## config.mk

```make
export PLATFORM = sky130hd
export DESIGN_NAME = tccw_cursor
export DESIGN_NICKNAME = d
export VERILOG_FILES = /design/src/hw/rtl/tccw_pkg.sv /design/src/hw/rtl/tccw_cursor.sv
export SDC_FILE = /design/constraint.sdc
export NUM_CORES = 1
export LEC_CHECK = 0
export ABC_CLOCK_PERIOD_IN_PS = 7600
export BUFFER_PORTS_ARGS = -buffer_cell sky130_fd_sc_hd__buf_2
export CAP_MARGIN = 40
export CORE_MARGIN = 8
export CORE_UTILIZATION = 60
export CTS_BUF_LIST = sky130_fd_sc_hd__clkbuf_4
export DETAILED_ROUTE_END_ITERATION = 16
export GPL_ROUTABILITY_DRIVEN = 0
export PLACE_DENSITY_LB_ADDON = 0.25
export REMOVE_ABC_BUFFERS = 1
export SLEW_MARGIN = 20
export SYNTH_ARGS = -nofsm -noshare
export SYNTH_HDL_FRONTEND = slang
export SYNTH_SLANG_ARGS = --single-unit
```

## constraint.sdc

```tcl
create_clock -name clock -period 7.6 [get_ports clock]
set_clock_uncertainty 0.2 [all_clocks]
set_input_delay 1.52 -clock clock [delete_from_list [all_inputs] [get_ports clock]]
set_output_delay 1.52 -clock clock [all_outputs]
set_load 0.05 [all_outputs]
```

## src/hw/rtl/tccw_pkg.sv

```systemverilog
package tccw_pkg;

   localparam int KIND_W   = 2;
   localparam int CHAR_W   = 8;
   localparam int ATTR_W   = 8;
   localparam int INDEX_W  = 11;
   localparam int COL_W    = 7;
   localparam int ROW_W    = 5;
   localparam int OFFSET_W = 11;

   localparam logic [CHAR_W-1:0] CH_NEWLINE = 8'd10;
   localparam logic [CHAR_W-1:0] CH_RETURN  = 8'd13;
   localparam logic [CHAR_W-1:0] CH_SPACE   = 8'd32;
   localparam logic [ATTR_W-1:0] CLEAR_ATTR = 8'd7;
   localparam logic [ATTR_W-1:0] ATTR_RESET = 8'd7;

   typedef enum logic [KIND_W-1:0] {
      KIND_PUT    = 2'd0,
      KIND_DELETE = 2'd1,
      KIND_CLEAR  = 2'd2,
      KIND_READ   = 2'd3
   } kind_type;

   typedef struct packed {
      kind_type              kind;
      logic [CHAR_W-1:0]     char_code;
      logic [INDEX_W-1:0]    cell_index;
   } req_type;

   typedef struct packed {
      logic [COL_W-1:0]      cursor_col;
      logic [ROW_W-1:0]      cursor_row;
      logic [OFFSET_W-1:0]   cursor_offset;
      logic                  scrolled;
      logic [CHAR_W-1:0]     cell_char;
      logic [ATTR_W-1:0]     cell_attr;
   } rsp_type;

   typedef logic [ATTR_W-1:0] csr_type;

   typedef struct packed {
      logic [CHAR_W-1:0] glyph;
      logic [ATTR_W-1:0] attr;
   } cell_type;

   typedef struct packed {
      logic home;
      logic step;
      logic line;
      logic back;
   } cur_cmd_type;

   typedef struct packed {
      logic last_col;
      logic last_row;
   } cur_flag_type;

endpackage

```

## src/hw/rtl/tccw_cursor.sv

```systemverilog
module tccw_cursor import tccw_pkg::*; #(
   parameter int COLUMNS = 80,
   parameter int ROWS    = 25
) (
   input  logic                             clock,
   input  logic                             reset,
   input  cur_cmd_type                      cmd,
   output logic [$clog2(COLUMNS)-1:0]       col,
   output logic [$clog2(ROWS)-1:0]          row,
   output logic [$clog2(COLUMNS*ROWS)-1:0]  offset,
   output cur_flag_type                     flags
);

   localparam int XW = $clog2(COLUMNS);
   localparam int YW = $clog2(ROWS);
   localparam int AW = $clog2(COLUMNS * ROWS);
   localparam logic [XW-1:0] LAST_COL = XW'(COLUMNS - 1);
   localparam logic [YW-1:0] LAST_ROW = YW'(ROWS - 1);

   logic [XW-1:0] x_ff, x_in;
   logic [YW-1:0] y_ff, y_in;

   assign flags.last_col = (x_ff == LAST_COL);
   assign flags.last_row = (y_ff == LAST_ROW);

   always_comb begin
      x_in = x_ff;
      y_in = y_ff;
      priority if (cmd.home) begin
         x_in = '0;
         y_in = '0;
      end else if (cmd.step && !flags.last_col) begin
         x_in = x_ff + 1'b1;
      end else if (cmd.step || cmd.line) begin
         // wrap to the next line; the last row stays put and scrolls
         x_in = '0;
         if (!flags.last_row) begin
            y_in = y_ff + 1'b1;
         end
      end else if (cmd.back) begin
         if (x_ff == '0) begin
            if (y_ff != '0) begin
               y_in = y_ff - 1'b1;
               x_in = LAST_COL;
            end
         end else begin
            x_in = x_ff - 1'b1;
         end
      end
   end

   always_ff @(posedge clock) begin
      if (reset) begin
         x_ff <= '0;
         y_ff <= '0;
      end else begin
         x_ff <= x_in;
         y_ff <= y_in;
      end
   end

   assign col    = x_ff;
   assign row    = y_ff;
   assign offset = AW'(32'(y_ff) * COLUMNS + 32'(x_ff));

endmodule

```

* Word level (Yosys, flattened, before mapping) *
Index checks and enable logic that the tools add are counted.

cells by class
  multipliers = 1
  reductions and logical operators = 12
  multiplexer cells = 10
  equal/unequal tests = 4
  bitwise operators = 1
  add/sub/neg operators = 5

operators by type and width
  operator             count
  $mux 7               5
  $mux 5               5
  $add 11x7->11        1
  $add 7x1->7 const B  1
  $eq 7x7->1 const B   1
  $logic_not 7->1      1
  $mul 5x3->7 const B  1
  $sub 7x1->7 const B  1
  $reduce_bool 2->1    3
  $add 5x1->5 const B  1
  $eq 5x5->1 const B   1
  $reduce_and 5->1     1
  $reduce_bool 5->1    1
  $sub 5x1->5 const B  1
  $ne 4x3->1 const B   1
  $reduce_bool 3->1    1
  $ne 2x2->1 const B   1
  $reduce_and 2->1     1
  $reduce_or 2->1      1
  $logic_and 1x1->1    1
  $logic_not 1->1      1
  $logic_or 1x1->1     1
  $not 1->1            1

storage, ports and cells
  output and inout port bits = 25
  word-level logic and storage cells = 35
  bits of input ports = 6
  flip-flop bits (word level) = 12

* Logic depth before layout (Yosys ltp) *
  depth in word-level cells = 6
  gate-level depth with buffers = 9

* Worst setup path before layout *
No wires, ideal clock.

  path kind = reg-to-output
  start point = register y_ff[1], in the netlist row[1]
  end point = output offset[10]
  setup slack = 2.600 ns
  data arrival time = 3.280 ns
  cell stages (with the launch flop) = 8
  required time = 5.880 ns
  path through = dfxtp_1 ha_1 ha_1 fa_1 xnor2_1 or3b_2 xnor2_1 xnor2_1

between the ends
  word-level cells in the longest chain between the ends = 2

RTL lines
  element                 line               RTL
  start, declared         tccw_cursor.sv:21  logic [YW-1:0] y_ff, y_in;
  start signal, assigned  tccw_cursor.sv:58  y_ff <= y_in;
  $mul 5x3->7             tccw_cursor.sv:64  assign offset = AW'(32'(y_ff) * COLUMNS + 32'(x_ff));
  $add 11x7->11           tccw_cursor.sv:64
  end, declared           tccw_cursor.sv:10  output logic [$clog2(COLUMNS*ROWS)-1:0] offset,

No other way between the ends.

* Worst setup path after layout *
  start point = register y_ff[3], in the netlist row[3]
  end point = output offset[10]

Same word-level chain as after synthesis.

==> key figures <==
Outcome
  • Status: finished clean

Clock tree
  • Num CTS Buffers: 3
  • CTS H-Tree Depth: 1
  • Maximum root-to-sink buffer count: 2
  • Clock sink total: 12
  • CTS root buf: clkbuf_4
  • Post-cts sizing count: 0
  • CTS tree: done
  • Postcts setup bufs: 0
  • Hold buffer count at CTS: 0
  • Later-pin clock latency in the skew report: 290 ps
  • Reg clk slew, reported paths: 80 ps

Critical path
  • Setup slack, reg-to-reg: 5490 ps
  • Setup CP Type: flip-flop to primary output
  • Critical Path Start: row[3]
  • R2R cell count: 7
  • Worst r2r dst: row[3]
  • Worst EP arrival: 2960 ps
  • Worst setup EP type: primary output
  • Buf/Inv on CP: 1
  • Worst r2r src: col[0]
  • Crit path max-delay family: adder cells
  • Startpoint types: flip-flop
  • Crit-path slowest cell: dfxtp_1
  • Most frequent CP cell: xnor2_1
  • CP cell instances: ha_1 > ha_1 > fa_1 > xnor2_1 > or3b_2 > xnor2_1 > xnor2_1 > buf_2
  • CP max FO: 8
  • Crit-path max cell delay: 510 ps
  • WP data required: 5880 ps

Min path
  • Hold path startpoint: col[0]
  • Worst hold path type: flip-flop to flip-flop
  • Hold Crit Depth: 2
  • Hold Crit Endpoint: col[0]

Yosys
  • Cells after Synth: 162
  • Top-count cell post-synth: nor2_1
  • Seq cells post-synth: 12
  • Library cells used by synthesis: 48
  • Yosys top cell area share: 17.9%
  • Synth Warn #: 0
  • EDFF count, synth: 0
  • Largest cells by area after synthesis: dfxtp_1 18%, ha_1 14%, xnor2_1 7.8%, a21oi_1 4.5%, fa_1 4.5%
  • Cell taking the most area after synthesis: dfxtp_1
  • Syn Area/Cell: 8.28 sq um
  • Synth top cells by count: 16 x nor2_1, 15 x ha_1, 12 x a21oi_1, 12 x dfxtp_1, 12 x xnor2_1
  • Share of flip-flops with an asynchronous set or reset: 0%
  • Sequential share of the synthesized area: 17.9%
  • Primary FF master, synth: dfxtp_1
  • Synthesized area: 0.00134 sq mm

Timing
  • Fin crit share: 61.5%
  • Setup Total Neg Slack: 0 ps
  • Tmin final: 4680 ps
  • Final setup violation count: 0
  • RSZ-0062 raised after global routing: false
  • Worst slew pin tran: 499 ps
  • Worst slack on hold paths: 389 ps
  • Fin. Hold Viols: 0
  • Slew margin rel.: 66.7%
  • Fin. max-slew vios: 0
  • FMAX: 214 MHz

GRT
  • Number of global-route vias before repair: 1278
  • First-pass GRT wire length: 5710 microns
  • Initial antenna violation count: 0
  • Global Route Usage Sum: 16.9%
  • Gr ovfl total: 0
  • Largest net degree at the start of global routing: 15

Die
  • Initial Util: 61.8%
  • CORE AREA: 0.00217 sq mm
  • Num rows: 17
  • Chip width: 63.3 microns
  • Die span in y: 63.3 microns
  • Die area: 0.00400 sq mm
  • # IOs: 31

Final layout
  • Area of the multi-input gates: 970 sq um
  • # diodes: 0
  • Area growth, synth to finish: 8.49%
  • Final Cell Area: 0.00146 sq mm
  • Share of cells above drive strength 1: 22.8%
  • Register area: 240 sq um
  • Final net count: 209
  • Filler cell count: 196
  • Utilization after layout: 67.1%

Drt
  • DR DRC count: 0
  • First-iteration detailed-routing DRC count: 69
  • WL final: 3330 microns
  • Drt wl/cell: 15.7 microns
  • DR pass1 iterations: 4
  • Via Count: 1319
  • Post-route ant nets: 0
  • Avg Vias per Cell: 6.22

Pwr
  • Worst VDD drop: 0.0000860 V
  • Leak: 0.000768 uW
  • Pwr Density: 125 mW/mm^2

Place
  • Port bufs: 30
  • Post-DP Area: 0.00143 sq mm
  • Dpl hpwl: 2530 microns

Job
  • MaxCap Viol Count: 0
[state kept, by name, summed over array words and instances (netlist names)]
signal and flops:
col 7, row 5
[cells in the final DEF, fill, tap and decap left out, types with 6 or more instances in the layout]
cell type  netlist  final
nor2_1          16     16
ha_1            15     15
inv_1            9      9
buf_2            2     30
dfxtp_1         12     12
a21oi_1         12     12
xnor2_1         12     12
nand2_1          7      7
nand3_1          7      7
o21ai_0          6      6
[routing by layer]
metal	share of wire, %	track usage (%)	up-vias
met2	49	29.3	56
met4	1.7	6.69	0
met1	43	19.2	628
met5	0	0	-
met3	6.5	4.42	6
li1	-	-	629
[stage by stage]
step	std cells	total power [uW]	setup WS (ps)
after detailed placement	208	138	3230
final	212	181	2920
after global routing	212	192	2770
after CTS	212	181	2910
after floorplan	150	122	2600
after global placement	208	137	3330
[worst max-delay path by stage]
stage	slack (ps)	end	depth (start not counted)
5_1_grt	2770	offset[10]	8
3_3_place_gp	3330	offset[10]	8
2_1_floorplan	2600	offset[10]	7
6_report	2920	offset[10]	8
3_5_place_dp	3230	offset[10]	8
4_1_cts	2910	offset[10]	8
[cells by family (layout without fill, tap and decap cells)]
| kind of cell | Yosys count | count (layout) | synth area share [%] |
|---|---|---|---|
| buffers and inverters | 21 | 43 | 9.79 |
| muxes | 2 | 2 | 1.49 |
| AOI/OAI and AO/OA | 46 | 46 | 23.9 |
| and+or+nand+nor | 50 | 50 | 20.0 |
| DFF | 12 | 12 | 17.9 |
| xor gates and xnor gates | 13 | 13 | 8.49 |
| adders and majority gates | 18 | 18 | 18.5 |
[power breakdown]
group          switching [uW]  total (uW)  internal [uW]
sequential               6.10        71.1           65.0
combinational            44.9        66.5           21.6
clock                    24.6        43.7           19.1
total                    75.6         181            106
[worst register-to-register path, stage by stage (launching register included)]
cell and delay, ps:
dfxtp_1 400, inv_1 140, ha_1 150, nor2b_1 270, o311a_1 240, a32o_2 320
mux2i_1 230, nor2_1 60
[layout make-up]
| class | count | share of cell area [%] |
|---|---|---|
| flip-flops and latches | 12 | 16.5 |
| well taps | 28 | 2.41 |
| repair buffers | 30 | 10.3 |
| clock buffers | 3 | 1.55 |
| multi-input cells | 129 | 66.6 |
| inverters | 9 | 2.32 |
| clock inverters | 1 | 0.258 |
No activity file was read; power rests on OpenSTA's default activity.
